--- src/hdl/segmented_handle_table_defines.svh ---
// Assertion macros used by the handle table controller.
`ifndef SEGMENTED_HANDLE_TABLE_DEFINES_SVH
`define SEGMENTED_HANDLE_TABLE_DEFINES_SVH

// A condition that must hold at every clock edge outside reset.
`define SHT_ASSERT_ALWAYS(label, clk, rst_n, expr, msg) \
    label: assert property (@(posedge clk) disable iff (!rst_n) (expr)) else $error(msg);

// A consequence that must hold in the same cycle as its antecedent.
`define SHT_ASSERT_IMPLY(label, clk, rst_n, ante, cons, msg) \
    label: assert property (@(posedge clk) disable iff (!rst_n) (ante) |-> (cons)) \
        else $error(msg);

`endif

--- src/hdl/sht_pkg.sv ---
`timescale 1ns / 1ps
`default_nettype none

package sht_pkg;

    localparam int OBJ_W      = 32;
    localparam int REFIDX_W   = 12;
    localparam int REFSER_W   = 14;
    localparam int KIND_W     = 2;
    localparam int COOKIE_W   = 13;
    localparam int HOLE_W     = 13;
    localparam int MAXE_W     = 13;
    localparam int IN_DATA_W  = 88;
    localparam int IN_USER_W  = 2;
    localparam int OUT_DATA_W = 64;
    localparam int CFG_IDX_W  = 1;
    localparam int CFG_DATA_W = 13;

    localparam logic [CFG_IDX_W-1:0] CFG_MAX_ENTRIES = 1'b0;
    localparam logic [CFG_IDX_W-1:0] CFG_TABLE_KIND  = 1'b1;

    localparam logic [MAXE_W-1:0] MAX_ENTRIES_RST = 13'd4096;
    localparam logic [KIND_W-1:0] TABLE_KIND_RST  = 2'd1;

    typedef enum logic [1:0] {
        OP_ADD    = 2'd0,
        OP_REMOVE = 2'd1,
        OP_LOOKUP = 2'd2,
        OP_POP    = 2'd3
    } t_op;

    typedef enum logic [2:0] {
        ST_OK          = 3'd0,
        ST_OVERFLOW    = 3'd1,
        ST_INVALID_REF = 3'd2,
        ST_BELOW_SEG   = 3'd3,
        ST_ABOVE_TOP   = 3'd4,
        ST_HOLE        = 3'd5,
        ST_MISMATCH    = 3'd6,
        ST_BAD_COOKIE  = 3'd7
    } t_status;

    typedef enum logic [3:0] {
        S_IDLE,
        S_DECODE,
        S_ADD_SCAN,
        S_ADD_CHK,
        S_ADD_WR,
        S_RM_CHK,
        S_ABS,
        S_ABS_CHK,
        S_LK_CHK,
        S_DONE
    } t_state;

    typedef struct packed {
        t_op                  op;
        logic [OBJ_W-1:0]     obj_handle;
        logic [REFIDX_W-1:0]  ref_index;
        logic [REFSER_W-1:0]  ref_serial;
        logic [KIND_W-1:0]    ref_kind;
        logic [COOKIE_W-1:0]  cookie_top;
        logic [COOKIE_W-1:0]  cookie_holes;
    } t_req;

    typedef struct packed {
        t_status              status;
        logic [REFIDX_W-1:0]  out_index;
        logic [REFSER_W-1:0]  out_serial;
        logic [KIND_W-1:0]    out_kind;
        logic [OBJ_W-1:0]     out_object;
    } t_result;

endpackage

`default_nettype wire

--- src/hdl/sht_ctrl.sv ---
`timescale 1ns / 1ps
`default_nettype none

`include "segmented_handle_table_defines.svh"

module sht_ctrl #(
    parameter int CAPACITY    = 4096,
    parameter int SERIAL_BITS = 14,
    parameter int IDX_W       = 12,
    parameter int CNT_W       = 13
) (
    input  wire logic                          i_clk,
    input  wire logic                          i_rst_n,
    input  wire logic                          i_start,
    input  wire sht_pkg::t_req                 i_req,
    output logic                               o_ready,
    input  wire logic                          i_out_free,
    output logic                               o_done,
    output sht_pkg::t_result                   o_res,
    input  wire logic [sht_pkg::MAXE_W-1:0]    i_max_entries,
    input  wire logic [sht_pkg::KIND_W-1:0]    i_table_kind,
    output logic      [IDX_W-1:0]              o_rd_addr,
    input  wire logic [SERIAL_BITS:0]          i_meta_rdata,
    input  wire logic [sht_pkg::OBJ_W-1:0]     i_obj_rdata,
    output logic                               o_meta_we,
    output logic                               o_obj_we,
    output logic      [IDX_W-1:0]              o_wr_addr,
    output logic      [SERIAL_BITS:0]          o_meta_wdata,
    output logic      [sht_pkg::OBJ_W-1:0]     o_obj_wdata
);

    localparam int W     = (CNT_W > sht_pkg::COOKIE_W) ? CNT_W : sht_pkg::COOKIE_W;
    localparam int CMP_W = (SERIAL_BITS > sht_pkg::REFSER_W) ? SERIAL_BITS
                                                             : sht_pkg::REFSER_W;
    localparam int RI_W  = sht_pkg::REFIDX_W;
    localparam int RS_W  = sht_pkg::REFSER_W;
    localparam int HW    = sht_pkg::HOLE_W;

    sht_pkg::t_state  r_state, n_state;
    sht_pkg::t_req    r_req, n_req;
    sht_pkg::t_result r_res, n_res;
    logic [CNT_W-1:0] r_top, n_top;
    logic [CNT_W-1:0] r_hwm, n_hwm;
    logic [CNT_W-1:0] r_ptr, n_ptr;
    logic [HW-1:0]    r_hole, n_hole;
    logic [HW-1:0]    r_holes, n_holes;
    logic [IDX_W-1:0] r_slot, n_slot;
    logic             r_filled, n_filled;
    logic             r_rd_valid, n_rd_valid;

    logic [W-1:0]           top_w, idx_w, ctop_w, ptr_w, limit_w;
    logic [HW-1:0]          seg_holes;
    logic [IDX_W-1:0]       top_addr, idx_addr, ptr_dec_addr;
    logic                   rd_live;
    logic [SERIAL_BITS-1:0] rd_ser, ser_inc;
    logic                   ref_match;

    assign top_w   = W'(r_top);
    assign idx_w   = W'(r_req.ref_index);
    assign ctop_w  = W'(r_req.cookie_top);
    assign ptr_w   = W'(r_ptr);
    assign limit_w = (W'(i_max_entries) < W'(CAPACITY)) ? W'(i_max_entries) : W'(CAPACITY);

    assign seg_holes = (r_hole > r_req.cookie_holes) ? r_hole - r_req.cookie_holes : '0;

    assign top_addr     = IDX_W'(r_top);
    assign idx_addr     = IDX_W'(r_req.ref_index);
    assign ptr_dec_addr = IDX_W'(r_ptr - CNT_W'(1));

    // Entries at or above the high-water mark were never written and read as cleared.
    assign rd_live   = i_meta_rdata[SERIAL_BITS] & r_rd_valid;
    assign rd_ser    = r_rd_valid ? i_meta_rdata[SERIAL_BITS-1:0] : '0;
    assign ser_inc   = rd_ser + SERIAL_BITS'(1);
    assign ref_match = (CMP_W'(rd_ser) == CMP_W'(r_req.ref_serial))
                       && (r_req.ref_kind == i_table_kind);

    assign n_rd_valid = CNT_W'(o_rd_addr) < r_hwm;

    assign o_ready     = (r_state == sht_pkg::S_IDLE);
    assign o_res       = r_res;
    assign o_obj_wdata = r_req.obj_handle;

    always_ff @(posedge i_clk) begin
        if (!i_rst_n) begin
            r_state <= sht_pkg::S_IDLE;
            r_top   <= '0;
            r_hwm   <= '0;
            r_hole  <= '0;
        end else begin
            r_state <= n_state;
            r_top   <= n_top;
            r_hwm   <= n_hwm;
            r_hole  <= n_hole;
        end
    end

    always_ff @(posedge i_clk) begin
        r_req      <= n_req;
        r_res      <= n_res;
        r_ptr      <= n_ptr;
        r_holes    <= n_holes;
        r_slot     <= n_slot;
        r_filled   <= n_filled;
        r_rd_valid <= n_rd_valid;
    end

    always_comb begin
        n_state      = r_state;
        n_req        = r_req;
        n_res        = r_res;
        n_top        = r_top;
        n_hwm        = r_hwm;
        n_hole       = r_hole;
        n_ptr        = r_ptr;
        n_holes      = r_holes;
        n_slot       = r_slot;
        n_filled     = r_filled;
        o_rd_addr    = r_slot;
        o_wr_addr    = r_slot;
        o_meta_we    = 1'b0;
        o_obj_we     = 1'b0;
        o_meta_wdata = {1'b0, rd_ser};
        o_done       = 1'b0;

        case (r_state)
            sht_pkg::S_IDLE: begin
                if (i_start) begin
                    n_req   = i_req;
                    n_state = sht_pkg::S_DECODE;
                end
            end

            sht_pkg::S_DECODE: begin
                n_res   = '0;
                n_state = sht_pkg::S_DONE;
                case (r_req.op)
                    sht_pkg::OP_ADD: begin
                        if (r_req.obj_handle == '0) begin
                            n_res.status = sht_pkg::ST_INVALID_REF;
                        end else if (top_w >= limit_w) begin
                            n_res.status = sht_pkg::ST_OVERFLOW;
                        end else if (seg_holes != '0) begin
                            n_ptr   = r_top;
                            n_state = sht_pkg::S_ADD_SCAN;
                        end else begin
                            o_rd_addr = top_addr;
                            n_slot    = top_addr;
                            n_filled  = 1'b0;
                            n_state   = sht_pkg::S_ADD_WR;
                        end
                    end
                    sht_pkg::OP_REMOVE: begin
                        if (idx_w < ctop_w) begin
                            n_res.status = sht_pkg::ST_BELOW_SEG;
                        end else if (idx_w >= top_w) begin
                            n_res.status = sht_pkg::ST_ABOVE_TOP;
                        end else begin
                            o_rd_addr = idx_addr;
                            n_state   = sht_pkg::S_RM_CHK;
                        end
                    end
                    sht_pkg::OP_LOOKUP: begin
                        if (r_req.ref_kind == '0) begin
                            n_res.status = sht_pkg::ST_INVALID_REF;
                        end else if (idx_w >= top_w) begin
                            n_res.status = sht_pkg::ST_ABOVE_TOP;
                        end else begin
                            o_rd_addr = idx_addr;
                            n_state   = sht_pkg::S_LK_CHK;
                        end
                    end
                    sht_pkg::OP_POP: begin
                        if (ctop_w > top_w || r_req.cookie_holes >= r_req.cookie_top) begin
                            n_res.status = sht_pkg::ST_BAD_COOKIE;
                        end
                    end
                    default: begin
                        n_res.status = sht_pkg::ST_OK;
                    end
                endcase
            end

            sht_pkg::S_ADD_SCAN: begin
                if (ptr_w > ctop_w) begin
                    o_rd_addr = ptr_dec_addr;
                    n_ptr     = r_ptr - CNT_W'(1);
                    n_state   = sht_pkg::S_ADD_CHK;
                end else begin
                    o_rd_addr = top_addr;
                    n_slot    = top_addr;
                    n_filled  = 1'b0;
                    n_state   = sht_pkg::S_ADD_WR;
                end
            end

            sht_pkg::S_ADD_CHK: begin
                o_rd_addr = IDX_W'(r_ptr);
                if (!rd_live) begin
                    n_slot   = IDX_W'(r_ptr);
                    n_filled = 1'b1;
                    n_state  = sht_pkg::S_ADD_WR;
                end else begin
                    n_state = sht_pkg::S_ADD_SCAN;
                end
            end

            sht_pkg::S_ADD_WR: begin
                o_meta_we    = 1'b1;
                o_obj_we     = 1'b1;
                o_meta_wdata = {1'b1, ser_inc};
                if (r_filled) begin
                    n_hole = r_hole - HW'(1);
                end else begin
                    n_top = r_top + CNT_W'(1);
                    if (n_top > r_hwm) begin
                        n_hwm = n_top;
                    end
                end
                n_res.out_index  = RI_W'(r_slot);
                n_res.out_serial = RS_W'(CMP_W'(ser_inc));
                n_res.out_kind   = i_table_kind;
                n_state          = sht_pkg::S_DONE;
            end

            sht_pkg::S_RM_CHK: begin
                o_wr_addr    = idx_addr;
                o_meta_wdata = {1'b0, rd_ser};
                n_state      = sht_pkg::S_DONE;
                if (idx_w + W'(1) == top_w) begin
                    if (!ref_match) begin
                        n_res.status = sht_pkg::ST_MISMATCH;
                    end else begin
                        o_meta_we = 1'b1;
                        if (seg_holes != '0) begin
                            n_ptr   = r_top - CNT_W'(1);
                            n_holes = seg_holes;
                            n_state = sht_pkg::S_ABS;
                        end else begin
                            n_top = r_top - CNT_W'(1);
                        end
                    end
                end else if (!rd_live) begin
                    n_res.status = sht_pkg::ST_HOLE;
                end else if (!ref_match) begin
                    n_res.status = sht_pkg::ST_MISMATCH;
                end else begin
                    o_meta_we = 1'b1;
                    n_hole    = r_hole + HW'(1);
                end
            end

            sht_pkg::S_ABS: begin
                if (ptr_w > ctop_w && r_holes != '0) begin
                    o_rd_addr = ptr_dec_addr;
                    n_state   = sht_pkg::S_ABS_CHK;
                end else begin
                    n_top   = r_ptr;
                    n_hole  = r_holes + r_req.cookie_holes;
                    n_state = sht_pkg::S_DONE;
                end
            end

            sht_pkg::S_ABS_CHK: begin
                if (rd_live) begin
                    n_top   = r_ptr;
                    n_hole  = r_holes + r_req.cookie_holes;
                    n_state = sht_pkg::S_DONE;
                end else begin
                    n_holes = r_holes - HW'(1);
                    n_ptr   = r_ptr - CNT_W'(1);
                    n_state = sht_pkg::S_ABS;
                end
            end

            sht_pkg::S_LK_CHK: begin
                n_state = sht_pkg::S_DONE;
                if (!rd_live) begin
                    n_res.status = sht_pkg::ST_HOLE;
                end else if (!ref_match) begin
                    n_res.status = sht_pkg::ST_MISMATCH;
                end else begin
                    n_res.out_object = i_obj_rdata;
                end
            end

            sht_pkg::S_DONE: begin
                if (i_out_free) begin
                    o_done  = 1'b1;
                    n_state = sht_pkg::S_IDLE;
                end
            end

            default: begin
                n_state = sht_pkg::S_IDLE;
            end
        endcase
    end

    `SHT_ASSERT_ALWAYS(a_top_below_hwm, i_clk, i_rst_n, r_top <= r_hwm, "top above high-water mark")
    `SHT_ASSERT_ALWAYS(a_hwm_in_range, i_clk, i_rst_n, r_hwm <= CNT_W'(CAPACITY), "high-water mark beyond capacity")
    `SHT_ASSERT_IMPLY(a_absorb_holes, i_clk, i_rst_n, r_state == sht_pkg::S_ABS_CHK, r_holes != '0, "absorb step without holes")
    `SHT_ASSERT_IMPLY(a_scan_in_seg, i_clk, i_rst_n, r_state == sht_pkg::S_ADD_CHK, ptr_w >= ctop_w, "hole scan below segment")

endmodule

`default_nettype wire

--- config.mk ---
export PLATFORM = sky130hd
export DESIGN_NAME = sht_ctrl
export DESIGN_NICKNAME = d
export VERILOG_FILES = /design/src/hdl/sht_pkg.sv /design/src/hdl/sht_ctrl.sv
export VERILOG_INCLUDE_DIRS = /design/src /design/src/hdl
export SDC_FILE = /design/constraint.sdc
export NUM_CORES = 1
export LEC_CHECK = 0
export ABC_AREA = 1
export BUFFER_PORTS_ARGS = -buffer_cell sky130_fd_sc_hd__buf_2
export CORE_MARGIN = 5
export CORE_UTILIZATION = 46
export DETAILED_ROUTE_END_ITERATION = 12
export PLACE_DENSITY = 0.73
export SYNTH_ARGS = -nofsm -noshare
export SYNTH_HDL_FRONTEND = slang
export SYNTH_SLANG_ARGS = --single-unit
--- constraint.sdc ---
create_clock -name i_clk -period 14.9 [get_ports i_clk]
set_clock_uncertainty 0.1 [all_clocks]
set_input_delay 0.745 -clock i_clk [delete_from_list [all_inputs] [get_ports i_clk]]
set_output_delay 0.745 -clock i_clk [all_outputs]
set_load 0.03 [all_outputs]
==> reports/qor.yml <==
setup_path:
  path_class: "reg -> out"
  critPathBufInv: 3
  ff2ff_path_depth: 19
  crit_family: "simple AND/OR/NAND/NOR gates"
  cp-end-kind: "output port"
  reg2reg_slack_ns: 9.95
  arrival_ns: 4.72
  critPathLaunchType: "flip-flop"
  cp.required_ns: 14.06
  r2r-end: "r_rd_valid"
  cpPeakStageDelay_ns: 0.69
  cp_max_fo: 16
  path_cells: "clkinv_1, ha_1, nand4_1, or3_1, nand3_1, nor2_1, nand3_2, inv_2, nand2_1, nand3_1, o221ai_1, nand2_1, o2111ai_1, buf_2"
  slowest_stage: "dfxtp_1"
  r2r_start: "r_top[0]"
clock_tree:
  clk_pin_slew_ns: 0.06
  hold_buffers: 0
  root_buffer: "clkbuf_16"
  cts-resized-gates: 0
  worstSkewPairLatency_ns: 0.57
  clkSinkCount: 234
  ctsLongestPathBuffers: 3
  cts_setup_buffers: 0
  h-tree-depth: 1
  cts_tree: "yes"
  cts_buffers: 28
synth:
  synth_cell_types: 62
  synth_seq_cells: 234
  yosys_most_used_dff: "edfxtp_1"
  async_flop_share: 0
  ys_seq_area_frac: 0.398
  synth_area_sq_um: 16600
  synth_edf_count: 190
  synth_nets: 2319
  ys.warnings.count: 0
  avgSynthCellArea_sq_um: 8.19
  synthCells: 2021
die:
  die_y_um: 200
  start_util: 0.465
  row_count: 69
  chipWidth_um: 200
  core-area_sq_um: 35600
  num_io_pins: 292
  die_area_sq_um: 39900
timing:
  fmax_mhz: 180
  drv_slew: 0
  setup_slack_ns: 9.34
  rsz0062_at_grt: "no"
  fin_tns_setup_ns: 0
  worst_pin_slew_ns: 1.17
  hold_slack_ns: 0.246
  finalHoldViolCount: 0
  fin_crit_ns: 5.56
  slew_headroom: 0.217
  setup_viol: 0
  min_period_over_period: 0.373
place:
  port_buffers: 291
  place_ws_ns: 10.05
  place_congestion: 1.03
  hpwl_um: 43100
route:
  via_count: 15786
  post_drt_wl_per_cell_um: 20.3
  drt-pass1-iter-count: 6
  via_per_inst: 5.73
  drc: 0
  drt_iter0_drc: 1744
  wirelength_um: 55800
  ant_nets: 0
global_route:
  grt_max_degree: 63
  grt_pass1_vias: 15366
  grtUsageMet1: 0.342
  grtUsageMet3: 0.0491
  use_met2: 0.440
  grt_usage: 0.267
  grt_pass1_wl_um: 84000
  top_usage_layer: "met2"
  grt-ovfl-total: 0
  antenna_found_initial: 0
pwr:
  powerDensity_nw_per_um2: 171
  ir_worst_vdd_uv: 135
  leakage_nw: 8.75
worst_hold_path:
  worstHoldStart: "i_req[11]"
  hp-class: "in -> reg"
  hold_depth: 1
  hold_end: "r_req[11]"
layout:
  area_growth_syn_to_layout_pct: 15.6
  final_cell_mix: "336 x nand2_1, 291 x buf_2, 286 x inv_1"
  final_common_cell: "nand2_1"
  drive_gt1_frac: 0.180
  nets: 2569
  n_antenna_cell: 0
outcome:
  status: "finished, final reports clean"
run:
  cap_violations: 0
==> per-layer routing <==
| layer | share of wire | up-vias |
|---|---|---|
| met5 | 0 | - |
| met4 | 0.054 | 0 |
| met3 | 0.094 | 213 |
| met2 | 0.47 | 848 |
| li1 | - | 7435 |
| met1 | 0.39 | 7290 |
==> layout make-up <==
type	instances	area, sq um
multi-input combinational	1401	8370
inverter	305	1140
clock buffer	33	771
sequential	234	6590
tap	461	577
timing repair buffer	301	1530
clock inverter	18	159
fill	3330	16400
==> where the power goes <==
part	switching [mW]	internal, mW	total, mW	leakage [nW]
registers	0.145	0.936	1.08	2.16
clock network	0.288	0.403	0.692	0.444
logic	1.07	0.442	1.51	6.14
total	1.50	1.78	3.28	8.75
==> worst register-to-register path: cells and delay by family, from the launching register on <==
kind	cells	cell delay, ns
adder cells (fa/ha/maj)	2	0.88
buffers and inverters	2	0.92
AND/OR/NAND/NOR	9	1.32
flip-flops	1	0.69
AO/OA/AOI/OAI	6	0.97
==> through the flow <==
step	instance area (sq um)	std cells	power, mW	util
floorplan	16600	2021	2.12	-
global placement	18200	2702	2.53	0.512
detailed placement	18200	2702	2.57	0.512
CTS	19100	2753	3.27	0.538
global route	19100	2753	3.46	0.538
finish	19100	2753	3.28	0.538
==> registers in the layout, summed over array words and instances (netlist names) <==
| signal | count |
|---|---|
| r_top | 13 |
| r_state | 4 |
| r_rd_valid | 1 |
| r_req | 31 |
| r_slot | 12 |
| r_filled | 1 |
| r_hole | 13 |
| o_res | 63 |
| o_obj_wdata | 32 |
| ctop_w | 13 |
| r_holes | 13 |
| idx_addr | 12 |
| r_hwm | 13 |
| ptr_w | 13 |
==> cell usage after synthesis (33+ instances only) <==
cell type | instances | share of area
a21oi_1 | 141 | 0.043
dfxtp_1 | 44 | 0.053
nor2_1 | 215 | 0.049
o21ai_0 | 121 | 0.037
buf_4 | 34 | 0.015
inv_1 | 286 | 0.065
edfxtp_1 | 190 | 0.34
nand2_1 | 336 | 0.076
nand3_1 | 86 | 0.026
clkbuf_1 | 33 | 0.0075
nand4_1 | 34 | 0.013
ha_1 | 141 | 0.11
xor2_1 | 46 | 0.024
==> cell families after synthesis <==
family          Yosys count  synth area share
compound gates          430             0.158
xor+xnor                 62            0.0328
fa+ha+maj               144             0.110
buf+inv                 386            0.0983
flops                   234             0.398
simple gates            765             0.202
==> how the worst max path moves through the flow <==
stage / cells after the start / endpoint / slack [ns] / start
after global placement: 17 / o_rd_addr[11] / 10.16 / i_max_entries[12]
after floorplan: 2 / ctop_w[0] / 7.41 / i_start
after global routing: 19 / o_rd_addr[11] / 9.28 / r_req[0]
final: 14 / o_rd_addr[11] / 9.34 / r_top[0]
after detailed placement: 17 / o_rd_addr[11] / 10.05 / i_max_entries[12]
after CTS: 14 / o_rd_addr[11] / 9.54 / r_top[0]
(Power assumes the default switching activity.)
